<file path="src/design/sitda_pkg.sv">
`timescale 1ns / 1ps
`default_nettype none
// ----------------------------------------------------------------------------
// sitda_pkg
// Shared types and constants for the signed integer to decimal text block.
// ----------------------------------------------------------------------------
package sitda_pkg;

  localparam int unsigned VALUE_W    = 32;
  localparam int unsigned CHAR_W     = 8;
  localparam int unsigned NUM_DIGITS = 10;
  localparam int unsigned CNT_W      = 4;
  localparam int unsigned QUOT_W     = 29;

  localparam logic [CHAR_W-1:0]  CHAR_ZERO  = 8'd48;
  localparam logic [CHAR_W-1:0]  CHAR_MINUS = 8'd45;
  // ceil(2^35 / 10): exact quotient by ten for any 32-bit unsigned value
  localparam logic [VALUE_W-1:0] RECIP_TEN  = 32'hCCCC_CCCD;
  localparam int unsigned        RECIP_SHIFT = 35;

  typedef struct packed {
    logic load;
    logic step;
    logic push_sign;
    logic push_digit;
  } ctl_cmd_t;

  typedef struct packed {
    logic conv_done;
    logic out_free;
    logic last_digit;
    logic neg;
  } dp_stat_t;

endpackage : sitda_pkg
`default_nettype wire

</file>
<file path="src/design/sitda_ctrl.sv">
`timescale 1ns / 1ps
`default_nettype none
// ----------------------------------------------------------------------------
// sitda_ctrl
// Controller: sequences load, digit extraction, sign and digit output.
// ----------------------------------------------------------------------------
module sitda_ctrl
  import sitda_pkg::*;
(
  input  wire logic     clk,
  input  wire logic     rst_n,
  input  wire logic     in_valid,
  output logic          in_stall,
  input  wire dp_stat_t stat,
  output ctl_cmd_t      cmd
);

  typedef enum logic [1:0] {
    ST_IDLE,
    ST_CONV,
    ST_SIGN,
    ST_EMIT
  } state_t;

  state_t state_r, state_nxt;

  always_comb begin
    state_nxt = state_r;
    cmd       = '0;
    case (state_r)
      ST_IDLE: begin
        if (in_valid) begin
          cmd.load  = 1'b1;
          state_nxt = ST_CONV;
        end
      end
      ST_CONV: begin
        cmd.step = 1'b1;
        if (stat.conv_done) begin
          state_nxt = stat.neg ? ST_SIGN : ST_EMIT;
        end
      end
      ST_SIGN: begin
        if (stat.out_free) begin
          cmd.push_sign = 1'b1;
          state_nxt     = ST_EMIT;
        end
      end
      ST_EMIT: begin
        if (stat.out_free) begin
          cmd.push_digit = 1'b1;
          if (stat.last_digit) begin
            state_nxt = ST_IDLE;
          end
        end
      end
      default: state_nxt = ST_IDLE;
    endcase
  end

  always_ff @(posedge clk) begin
    if (!rst_n) begin
      state_r <= ST_IDLE;
    end else begin
      state_r <= state_nxt;
    end
  end

  assign in_stall = (state_r != ST_IDLE);

endmodule : sitda_ctrl
`default_nettype wire

</file>
<file path="config.mk">
export PLATFORM = sky130hd
export DESIGN_NAME = sitda_ctrl
export DESIGN_NICKNAME = d
export VERILOG_FILES = /design/src/design/sitda_pkg.sv /design/src/design/sitda_ctrl.sv
export SDC_FILE = /design/constraint.sdc
export NUM_CORES = 1
export LEC_CHECK = 0
export BUFFER_PORTS_ARGS = -buffer_cell sky130_fd_sc_hd__buf_4
export CORE_AREA = 2 2 39 41
export DETAILED_ROUTE_END_ITERATION = 8
export DIE_AREA = 0 0 41 43
export HOLD_SLACK_MARGIN = 0.15
export SETUP_SLACK_MARGIN = 0.5
export SLEW_MARGIN = 20
export SYNTH_ARGS = -nofsm -noshare
export SYNTH_HDL_FRONTEND = slang
export SYNTH_SLANG_ARGS = --single-unit
</file>
<file path="constraint.sdc">
create_clock -name clk -period 2.3 [get_ports clk]
set_clock_uncertainty 0.1 [all_clocks]
set_input_delay 0.46 -clock clk [delete_from_list [all_inputs] [get_ports clk]]
set_output_delay 0.46 -clock clk [all_outputs]
set_load 0.01 [all_outputs]
</file>
### After elaboration in Yosys (flattened, before gate mapping)

Index checks and enable logic that the tools add are counted.

* mux-type cells: 13
* reductions and logical operators: 3
* equality and inequality tests: 8

Operators with widths (number)
* $mux W2: 5
* $ne A2 B2 Y1 const B: 5
* $pmux W2 S4: 1
* $mux W1: 7
* $reduce_and A5 Y1: 1
* $eq A2 B2 Y1 const B: 2
* $eq A2 B1 Y1 const B: 1
* $logic_not A2 Y1: 1
* $reduce_bool A2 Y1: 1

* input port bits: 7
* register bits: 2
* word-level logic and storage cells: 25

### Depth between registers and ports, before layout

Gate-level depths: netlist (run 1).

* depth in word-level cells: 3
* mapped depth: 5
* gate-level depth less buffers: 5

### Worst setup path after synthesis (run 1)

No wires, ideal clock.

* path kind: register to register
* start point: register state_r[0]
* end point: register state_r[0]
* path buffers: 0
* slack: 0.717 ns
* cell stages (with the launch flop): 6
* setup time: 0.072 ns
* data arrival time: 1.411 ns
* path through: dfxtp_1 > inv_1 > ha_1 > and2b_1 > a2111oi_4 > mux2i_1

* cells in the longest elaborated chain, start to end: 3
* elaborated cells between the ends (all ways): 11
* classes of those cells: 8 x eq/ne; 1 x mux; 2 x reduce/logical

Ends and longest elaborated chain
* from (decl): RTL line sitda_ctrl.sv:25 `state_t state_r, state_nxt;`
* from (signal assigned): RTL line sitda_ctrl.sv:65 `state_r <= state_nxt;`
* $eq A2 B1 Y1, or another cell as far along: RTL line sitda_ctrl.sv:30 `case (state_r)`
* $ne A2 B2 Y1 (no line)
* $reduce_and A5 Y1 (no line)

Parallel ways exist; a longest one is shown, timed or not.
A chain may end at the register's enable or synchronous reset.

==> summary.log, run 1 <==
[synth] synthesized flop and latch total 2
[synth] Synthesis Warnings 0
[critical_path] class of the most critical setup path flop to primary output
[layout] number of antenna repair diodes 0
[synth] Mapped Nets 38
[layout] area added between synthesis and finish 55.5%
[sta] unrepaired setup endpoints after global routing false
[floorplan] number of primary I/O pins 12
[min_path] classification of the worst-slack hold path flop to flop
[synth] Cell variety after synth 12
[floorplan] cell row count 14
[place] instance area after placement 342 um^2
[power_and_ir_drop] power density over cell area 1070 mW/mm^2
[synth] most frequent cells after synthesis sky130_fd_sc_hd__ha_1, sky130_fd_sc_hd__nand2_1, sky130_fd_sc_hd__inv_1, sky130_fd_sc_hd__nor2b_1
[power_and_ir_drop] leakage power of the design 0.189 nW
[sta] worst hold-check slack 0.392 ns
[synth] asr flop ratio synth 0
[synth] number of flops mapped to enable cells by yosys 0
[sta] part of the cycle the worst path needs 0.741
[grt] global-route congestion overflow total 0
[floorplan] Horiz. Die Dim 41 um
[floorplan] area inside the core boundary 0.00138 mm^2
[critical_path] data arrival time at the worst-slack endpoint 1.14 ns
[grt] GRT Util Overall 0.0591
[grt] via count of the first global-routing pass 182
[grt] first-pass GRT wire length 621 um
[clocking] Clock H-tree levels 1
[route] average vias per placed instance 3.66
[synth] portion of synthesized cell area occupied by the leading cell type 0.262
[sta] Tightest Pin Transition 0.319 ns
[route] iteration-0 DRC count of the detailed router 2
[sta] Setup-failing EPs final 0
[layout] Fillers 155
[grt] initial antenna violation count 0
[route] antenna-violating nets left 0
[layout] registers with the most flip-flops state_r (2)
[grt] largest net degree at the start of global routing 7
[sta] final slew viol count 0
[critical_path] Critical Path Start Type flop
[clocking] root cell of the clock tree sky130_fd_sc_hd__clkbuf_4
[synth] sequential-to-total area share from yosys stat 0.168
[layout] post-layout utilization of the core 0.269
[layout] Reg with most FFs state_r
[clocking] buffer depth of the longest clock path 2
[synth] ys flop type sky130_fd_sc_hd__dfxtp_1
[place] Final Wtd Congestion 0.690
[clocking] clock sink count 2
[synth] number of cells produced by synthesis 26
[clocking] number of buffers added by the clock tree synthesis step 3
[floorplan] Die Outline Area 0.00176 mm^2
[floorplan] y dimension of the die 43 um
[critical_path] Data required, critical path 1.74 ns
[outcome] result of the run finished clean
[layout] final net count 54
[clocking] clock-pin transition on the worst setup and hold timing paths 0.03 ns
[route] via count of the routed design 205
[job] max-capacitance violation count 0
[route] routed length per instance 7.73 um
[synth] mean area per synthesized cell 9.19 um^2
[sta] post-route setup TNS 0 ns
[route] Pre-Repair DR Iteration Count 2
[synth] area leader, netlist sky130_fd_sc_hd__ha_1
[critical_path] maximum fanout encountered on the critical timing path 6
[route] number of remaining DRC errors 0
[synth] leading cell types by total area after synthesis sky130_fd_sc_hd__ha_1, sky130_fd_sc_hd__dfxtp_1, sky130_fd_sc_hd__a2111oi_4, sky130_fd_sc_hd__mux2i_1, sky130_fd_sc_hd__nor2b_1
[place] post-detailed-placement half-perimeter wirelength 349 um
[sta] Period minus WS final 1.70 ns
[floorplan] effective utilization at floorplan 0.173
[clocking] hold-fix buffers at CTS 0
[place] number of buffer cells added on primary ports 11
[sta] maximum clock rate 587 MHz
[clocking] CTS tree done
[sta] final hold violation count 0
[sta] Rel. slew slack 0.787
[layout] total non-filler cell area in the finished layout 372 um^2
[synth] leading cell type by number of instances after synthesis sky130_fd_sc_hd__ha_1
[layout] share of post-route cells with drive strength above 1 0.475
[clocking] insertion delay of the later-clocked pin in the worst-skew pair 0.22 ns
[synth] cell area after technology mapping 239 um^2
[power_and_ir_drop] largest vdd supply drop 0.000369 V
[critical_path] Crit. End Element primary output
[route] total wire length after detailed routing 433 um
[layout] max reg flops 2
-- power by group --
group	internal, W	switching, W	leakage (nW)
combinational	0.000133	0.000106	0.158
clock	0.0000576	0.0000203	0.0138
sequential	0.0000578	0.0000227	0.0175
total	0.000249	0.000149	0.189
-- stage by stage --
| stage | cells | worst slack (ns) | power [W] |
|---|---|---|---|
| floorplan | 26 | 0.717 | 0.000233 |
| global placement | 53 | 0.597 | 0.000315 |
| detailed placement | 53 | 0.572 | 0.000316 |
| CTS | 56 | 0.504 | 0.000404 |
| global route | 56 | 0.531 | 0.000440 |
| finish | 56 | 0.596 | 0.000398 |
-- routing by layer --
layer  global-route usage  part of all wire  vias up
met5                    0                 0        -
met4               0.0600                 0        0
met3               0.0471             0.076        0
met2               0.0656              0.39        8
met1               0.0637              0.52       84
li1                     -                 -      113
-- layout make-up --
cell class | count | area, um^2 | share of cell area
clock buffer | 3 | 22.5 | 0.0606
multi-input combinational | 21 | 190 | 0.512
inverter | 3 | 11.3 | 0.0303
tap | 16 | 20.0 | 0.0539
sequential | 2 | 45.0 | 0.121
timing repair buffer | 11 | 82.6 | 0.222
-- path summary, 6_finish.rpt --
check	from	to	slack, ns	cells past startpoint
max	state_r[0]$_SDFFE_PN0P_	cmd[3]	0.60	4
min	state_r[1]$_SDFFE_PN0P_	state_r[1]$_SDFFE_PN0P_	0.39	2
max reg2reg	state_r[0]$_SDFFE_PN0P_	state_r[0]$_SDFFE_PN0P_	0.72	5
min reg2reg	state_r[1]$_SDFFE_PN0P_	state_r[1]$_SDFFE_PN0P_	0.39	2
-- cells by family (layout without fill, tap and decap cells) --
| group | after synthesis | after routing | synth area share |
|---|---|---|---|
| AND/OR/NAND/NOR | 12 | 12 | 0.293 |
| adder cells (fa/ha/maj) | 5 | 5 | 0.262 |
| buffers and inverters | 3 | 17 | 0.0471 |
| AO/OA/AOI/OAI | 2 | 2 | 0.147 |
| multiplexers | 2 | 2 | 0.0838 |
| flip-flops | 2 | 2 | 0.168 |
-- critical path: stages (launching register included) --
cell and delay, ns:
sky130_fd_sc_hd__dfxtp_4 0.36, sky130_fd_sc_hd__inv_1 0.07, sky130_fd_sc_hd__ha_2 0.19, sky130_fd_sc_hd__and2_2 0.16, sky130_fd_sc_hd__buf_4 0.14
-- repair_timing --
item | in CTS | in global routing
cloned | 0 | 0
resized for setup | 1 | 3
endpoints found under the setup margin | 2 | 1
setup buffers | 0 | 0
endpoints found under the hold margin | 0 | 0
-- cells in the final DEF, fill, tap and decap left out, drive strengths merged --
master	instances
a2111oi	1
and2	3
and2b	1
and3b	1
buf	11
clkbuf	3
dfxtp	2
ha	5
inv	3
mux2i	2
nand2	4
nor2b	3
o31ai	1
(Power assumes the default switching activity.)
==> run 2, diff against run 1 <==
Clock period 2.3 ns to 1.5 ns, I/O delays scaled along.
==> run 2 against run 1 <==
Critical endpoint unchanged. The flow now finishes with violations (setup timing). Wire length increased by 42%. Largest cell class unchanged. Die area unchanged. Sequential cell count unchanged.
==> summary.log, run 2 (synthesized netlist as in run 1, its figures left out) <==
[critical_path] class of the most critical setup path flop to primary output
[layout] number of antenna repair diodes 0
[floorplan] area inside the core boundary 0.00138 mm^2
[route] average vias per placed instance 3.86
[place] post-detailed-placement half-perimeter wirelength 409 um
[grt] largest net degree at the start of global routing 6
[clocking] clock sink count 2
[layout] commonest cells after routing, fill and taps aside sky130_fd_sc_hd__buf_4, sky130_fd_sc_hd__buf_6, sky130_fd_sc_hd__nand2_1, sky130_fd_sc_hd__ha_4, sky130_fd_sc_hd__clkbuf_4
[grt] Global Route met2 Usage 0.122
[power_and_ir_drop] leakage power of the design 0.240 nW
[critical_path] maximum fanout encountered on the critical timing path 4
[clocking] Clock H-tree levels 1
[layout] Reg with most FFs state_r
[sta] unrepaired setup endpoints after global routing true
[sta] final setup margin -0.0564 ns
[sta] final slew viol count 0
[outcome] result of the run finished with violations
[place] pre-CTS setup slack -0.0178 ns
[grt] GRT Util Overall 0.0782
[grt] via count of the first global-routing pass 239
[critical_path] Critical Path Start Type flop
[critical_path] Data required, critical path 1.10 ns
[floorplan] Die Outline Area 0.00176 mm^2
[grt] global-route congestion overflow total 0
[floorplan] effective utilization at floorplan 0.173
[place] Final Wtd Congestion 0.688
[layout] max reg flops 2
[route] Pre-Repair DR Iteration Count 2
[route] iteration-0 DRC count of the detailed router 3
[sta] part of the cycle the worst path needs 1.04
[clocking] root cell of the clock tree sky130_fd_sc_hd__clkbuf_4
[route] antenna-violating nets left 0
[place] number of buffer cells added on primary ports 11
[critical_path] worst setup path start state_r[1]$_SDFFE_PN0P_
[power_and_ir_drop] power density over cell area 1840 mW/mm^2
[floorplan] y dimension of the die 43 um
[job] max-capacitance violation count 0
[sta] Period minus WS final 1.56 ns
[layout] share of post-route cells with drive strength above 1 0.708
[grt] first-pass GRT wire length 883 um
[min_path] classification of the worst-slack hold path input port to flop
[grt] layer carrying the most global-route usage met2
[critical_path] critical register-to-register path endpoint state_r[1]$_SDFFE_PN0P_
[critical_path] Crit. End Element primary output
[critical_path] Reg2Reg Setup Slack -0.04 ns
[critical_path] RR Startpoint state_r[0]$_SDFFE_PN0P_
[sta] Rel. slew slack 0.771
[clocking] buffer depth of the longest clock path 2
[clocking] clock-pin transition on the worst setup and hold timing paths 0.03 ns
[layout] most common cell after layout, fill and taps aside sky130_fd_sc_hd__buf_4
[sta] final hold violation count 0
[sta] Setup-failing EPs final 4
[outcome] violations in the final reports setup timing
[grt] initial antenna violation count 0
[sta] maximum clock rate 643 MHz
[floorplan] Horiz. Die Dim 41 um
[route] routed length per instance 9.59 um
[clocking] insertion delay of the later-clocked pin in the worst-skew pair 0.23 ns
[place] instance area after placement 385 um^2
[critical_path] endpoint of the most critical setup path cmd[3]
[grt] met3 usage 0.0157
[clocking] CTS tree done
[layout] total non-filler cell area in the finished layout 514 um^2
[layout] final net count 61
[layout] registers with the most flip-flops state_r (2)
[critical_path] data arrival time at the worst-slack endpoint 1.16 ns
[route] number of remaining DRC errors 0
[critical_path] logic depth of the worst register-to-register path 5
[grt] met1 track demand over resource 0.0767
[layout] area added between synthesis and finish 115%
[route] via count of the routed design 247
[sta] Tightest Pin Transition 0.343 ns
[route] total wire length after detailed routing 614 um
[floorplan] cell row count 14
[clocking] number of buffers added by the clock tree synthesis step 3
[power_and_ir_drop] largest vdd supply drop 0.000593 V
[clocking] hold-fix buffers at CTS 0
[min_path] worst hold path startpoint rst_n
[floorplan] number of primary I/O pins 12
-- run 2: worst max-delay path, cell delays in order (launching register included) --
cell	delay (ns)
sky130_fd_sc_hd__dfxtp_4	0.39
sky130_fd_sc_hd__inv_6	0.05
sky130_fd_sc_hd__ha_4	0.15
sky130_fd_sc_hd__buf_6	0.11
sky130_fd_sc_hd__and2_4	0.12
sky130_fd_sc_hd__buf_6	0.11
-- run 2: area by class of cell --
| class | count | area (um^2) |
|---|---|---|
| repair buffers | 18 | 158 |
| well taps | 16 | 20.0 |
| multi-input cells | 21 | 244 |
| inverters | 3 | 18.8 |
| flip-flops and latches | 2 | 47.5 |
| fillers | 139 | 870 |
| clock buffers | 4 | 26.3 |
-- run 2: what timing repair did --
action / in CTS / in global routing
resized for setup: 7 / 7
setup buffers: 3 / 3
pin swaps: 2 / 3
gates cloned: 0 / 0
setup endpoints to repair: 7 / 7
-- run 2: worst min-delay path by stage --
| stage | to | slack [ns] | cells past startpoint |
|---|---|---|---|
| after floorplan | state_r[0]$_SDFFE_PN0P_ | 0.34 | 2 |
| after global placement | state_r[1]$_SDFFE_PN0P_ | 0.39 | 2 |
| after detailed placement | state_r[1]$_SDFFE_PN0P_ | 0.39 | 2 |
| after CTS | state_r[0]$_SDFFE_PN0P_ | 0.25 | 3 |
| after global routing | state_r[1]$_SDFFE_PN0P_ | 0.27 | 3 |
| final | state_r[0]$_SDFFE_PN0P_ | 0.25 | 3 |
-- run 2: layer usage --
| layer | share of wire | wire (um) | up-vias |
|---|---|---|---|
| li1 | - | - | 129 |
| met1 | 0.39 | 241 | 110 |
| met2 | 0.57 | 347 | 8 |
| met3 | 0.042 | 26 | 0 |
| met4 | 0 | 0 | 0 |
| met5 | 0 | 0 | - |
-- run 2: power by group --
group | leakage [nW] | switching (W) | internal [W] | total (W)
combinational | 0.208 | 0.000247 | 0.000415 | 0.000662
sequential | 0.0178 | 0.0000550 | 0.0000943 | 0.000149
clock | 0.0150 | 0.0000347 | 0.0000991 | 0.000134
-- run 2: per-stage QoR --
step                      setup TNS (ns)   util  instances  total power (W)  hold slack (ns)
after global placement          -0.00371  0.278         54         0.000573            0.386
after detailed placement         -0.0313  0.278         54         0.000579            0.386
after floorplan                        0      -         26         0.000430            0.335
after global routing              -0.433  0.372         64          0.00103            0.270
after CTS                         -0.253  0.334         61         0.000843            0.247
final                             -0.145  0.372         64         0.000945            0.253
==> run 3, diff against run 2 <==
Settings changed: REMOVE_ABC_BUFFERS set to 1, SLEW_MARGIN 20 to unset.
==> run 3 against run 2 <==
Via count rose by 5.3%. Clock power down 13%. The run still ends with setup timing left. Sequential power down 31%. Wire length decreased by 13%. Final area rose by 0.24%. Sequential cell count stayed put. Utilization rose by 0.090 points. Worst setup slack improved by 0.040 ns.
==> summary.log, run 3 (synthesized netlist as in run 1, its figures left out) <==
[critical_path] maximum fanout encountered on the critical timing path 5
[route] number of remaining DRC errors 0
[layout] Reg with most FFs state_r
[place] post-detailed-placement half-perimeter wirelength 431 um
[grt] GRT Util Overall 0.0861
[route] average vias per placed instance 4.00
[floorplan] y dimension of the die 43 um
[clocking] insertion delay of the later-clocked pin in the worst-skew pair 0.22 ns
[critical_path] critical register-to-register path endpoint state_r[0]$_SDFFE_PN0P_
[grt] first-pass GRT wire length 1010 um
[critical_path] cell with the largest stage delay on the worst path sky130_fd_sc_hd__dfxtp_2
[layout] final net count 63
[critical_path] data arrival time at the worst-slack endpoint 1.12 ns
[critical_path] Data required, critical path 1.10 ns
[critical_path] dominant cell type by count on the critical path sky130_fd_sc_hd__buf_4
[clocking] CTS tree done
[critical_path] Critical Path Start Type flop
[sta] Setup-failing EPs final 3
[critical_path] Reg2Reg Setup Slack -0.01 ns
[outcome] result of the run finished with violations
[grt] via count of the first global-routing pass 263
[floorplan] Horiz. Die Dim 41 um
[critical_path] Worst path max stage delay 0.31 ns
[route] iteration-0 DRC count of the detailed router 0
[critical_path] family with the most delay on the worst path flip-flops
[sta] Tightest Pin Transition 0.339 ns
[place] Final Wtd Congestion 0.725
[critical_path] number of buffers and inverters on the critical path 2
[route] total wire length after detailed routing 536 um
[sta] final setup margin -0.0165 ns
[sta] final slew viol count 0
[critical_path] RR Startpoint state_r[0]$_SDFFE_PN0P_
[layout] post-layout utilization of the core 0.373
[grt] initial antenna violation count 0
[min_path] worst hold path startpoint rst_n
[layout] number of antenna repair diodes 0
[clocking] number of buffers added by the clock tree synthesis step 3
[critical_path] logic depth of the worst register-to-register path 5
[power_and_ir_drop] largest vdd supply drop 0.000746 V
[clocking] clock-pin transition on the worst setup and hold timing paths 0.03 ns
[clocking] clock sink count 2
[outcome] violations in the final reports setup timing
[layout] max reg flops 2
[min_path] terminating pin of the worst hold path state_r[1]$_SDFFE_PN0P_
[route] via count of the routed design 260
[layout] area added between synthesis and finish 116%
[route] routed length per instance 8.25 um
[job] max-capacitance violation count 0
[clocking] Clock H-tree levels 1
[critical_path] Cell Chain, Critical Path buf_4 > ha_4 > and2_1 > buf_4
[sta] part of the cycle the worst path needs 1.01
[power_and_ir_drop] leakage power of the design 0.244 nW
[clocking] root cell of the clock tree sky130_fd_sc_hd__clkbuf_4
[sta] Rel. slew slack 0.774
[grt] global-route congestion overflow total 0
[floorplan] number of primary I/O pins 12
[route] antenna-violating nets left 0
[sta] final hold violation count 0
[layout] Fillers 143
[layout] registers with the most flip-flops state_r (2)
[layout] most common cell after layout, fill and taps aside sky130_fd_sc_hd__buf_4
[power_and_ir_drop] power density over cell area 1850 mW/mm^2
[sta] Period minus WS final 1.52 ns
[clocking] buffer depth of the longest clock path 2
[layout] commonest cells after routing, fill and taps aside sky130_fd_sc_hd__buf_4, sky130_fd_sc_hd__buf_6, sky130_fd_sc_hd__nand2_1
[sta] post-route setup TNS -0.0273 ns
[floorplan] area inside the core boundary 0.00138 mm^2
[sta] maximum clock rate 659 MHz
[floorplan] effective utilization at floorplan 0.173
[min_path] classification of the worst-slack hold path input port to flop
[sta] unrepaired setup endpoints after global routing true
[place] number of buffer cells added on primary ports 11
[min_path] number of stages on the worst hold path 3
[layout] share of post-route cells with drive strength above 1 0.735
[critical_path] Crit. End Element primary output
[floorplan] cell row count 14
[grt] largest net degree at the start of global routing 6
[floorplan] Die Outline Area 0.00176 mm^2
[route] Pre-Repair DR Iteration Count 1
[critical_path] class of the most critical setup path flop to primary output
==> run 3: how the worst max path moves through the flow <==
stage                            start  slack (ns)  cells past startpoint                       to
2_1_floorplan  state_r[0]$_SDFFE_PN0P_       -0.08                      5  state_r[0]$_SDFFE_PN0P_
3_3_place_gp   state_r[0]$_SDFFE_PN0P_       -0.06                      5  state_r[0]$_SDFFE_PN0P_
3_5_place_dp   state_r[0]$_SDFFE_PN0P_        -0.1                      5  state_r[0]$_SDFFE_PN0P_
4_1_cts        state_r[1]$_SDFFE_PN0P_       -0.03                      6  state_r[0]$_SDFFE_PN0P_
5_1_grt        state_r[1]$_SDFFE_PN0P_       -0.11                      5  state_r[0]$_SDFFE_PN0P_
6_report       state_r[0]$_SDFFE_PN0P_       -0.02                      4                   cmd[0]
==> run 3: stage by stage <==
stage	total power, W	hold slack, ns	setup WS (ns)	instances	cell area, um^2
after global routing	0.00105	0.265	-0.106	65	515
after floorplan	0.000357	0.347	-0.0825	26	239
after CTS	0.000958	0.248	-0.0333	65	512
final	0.000953	0.254	-0.0165	65	515
after global placement	0.000613	0.492	-0.0558	60	394
after detailed placement	0.000617	0.492	-0.0998	60	394
==> run 3: area by class of cell <==
type / instances / area (um^2) / share of cell area
clock buffers: 3 / 22.5 / 0.0437
well taps: 16 / 20.0 / 0.0388
multi-input cells: 21 / 239 / 0.464
flip-flops and latches: 2 / 42.5 / 0.0825
inverters: 3 / 11.3 / 0.0218
repair buffers: 20 / 180 / 0.350
==> run 3: tightest hold or removal path: stages <==
cell and delay (ns):
sky130_fd_sc_hd__buf_4 0.12, sky130_fd_sc_hd__nand2_1 0.05, sky130_fd_sc_hd__mux2i_1 0.05
==> run 3: power by group <==
part,switching (W),internal (W)
Combinational,0.000278,0.000456
Clock,0.0000285,0.0000881
Sequential,0.0000182,0.0000843
==> run 3: routing by layer <==
metal	vias up	global-route usage	share of wire
met4	0	0.0600	0
met3	0	0.0157	0.067
met2	8	0.138	0.54
met5	-	0	0
met1	119	0.0955	0.39
li1	133	-	-
==> run 3: what timing repair did <==
item	in CTS	in global routing
pin swaps	1	2
setup endpoints to repair	7	7
buffers inserted	2	0
hold buffers	0	0
resized for setup	23	1
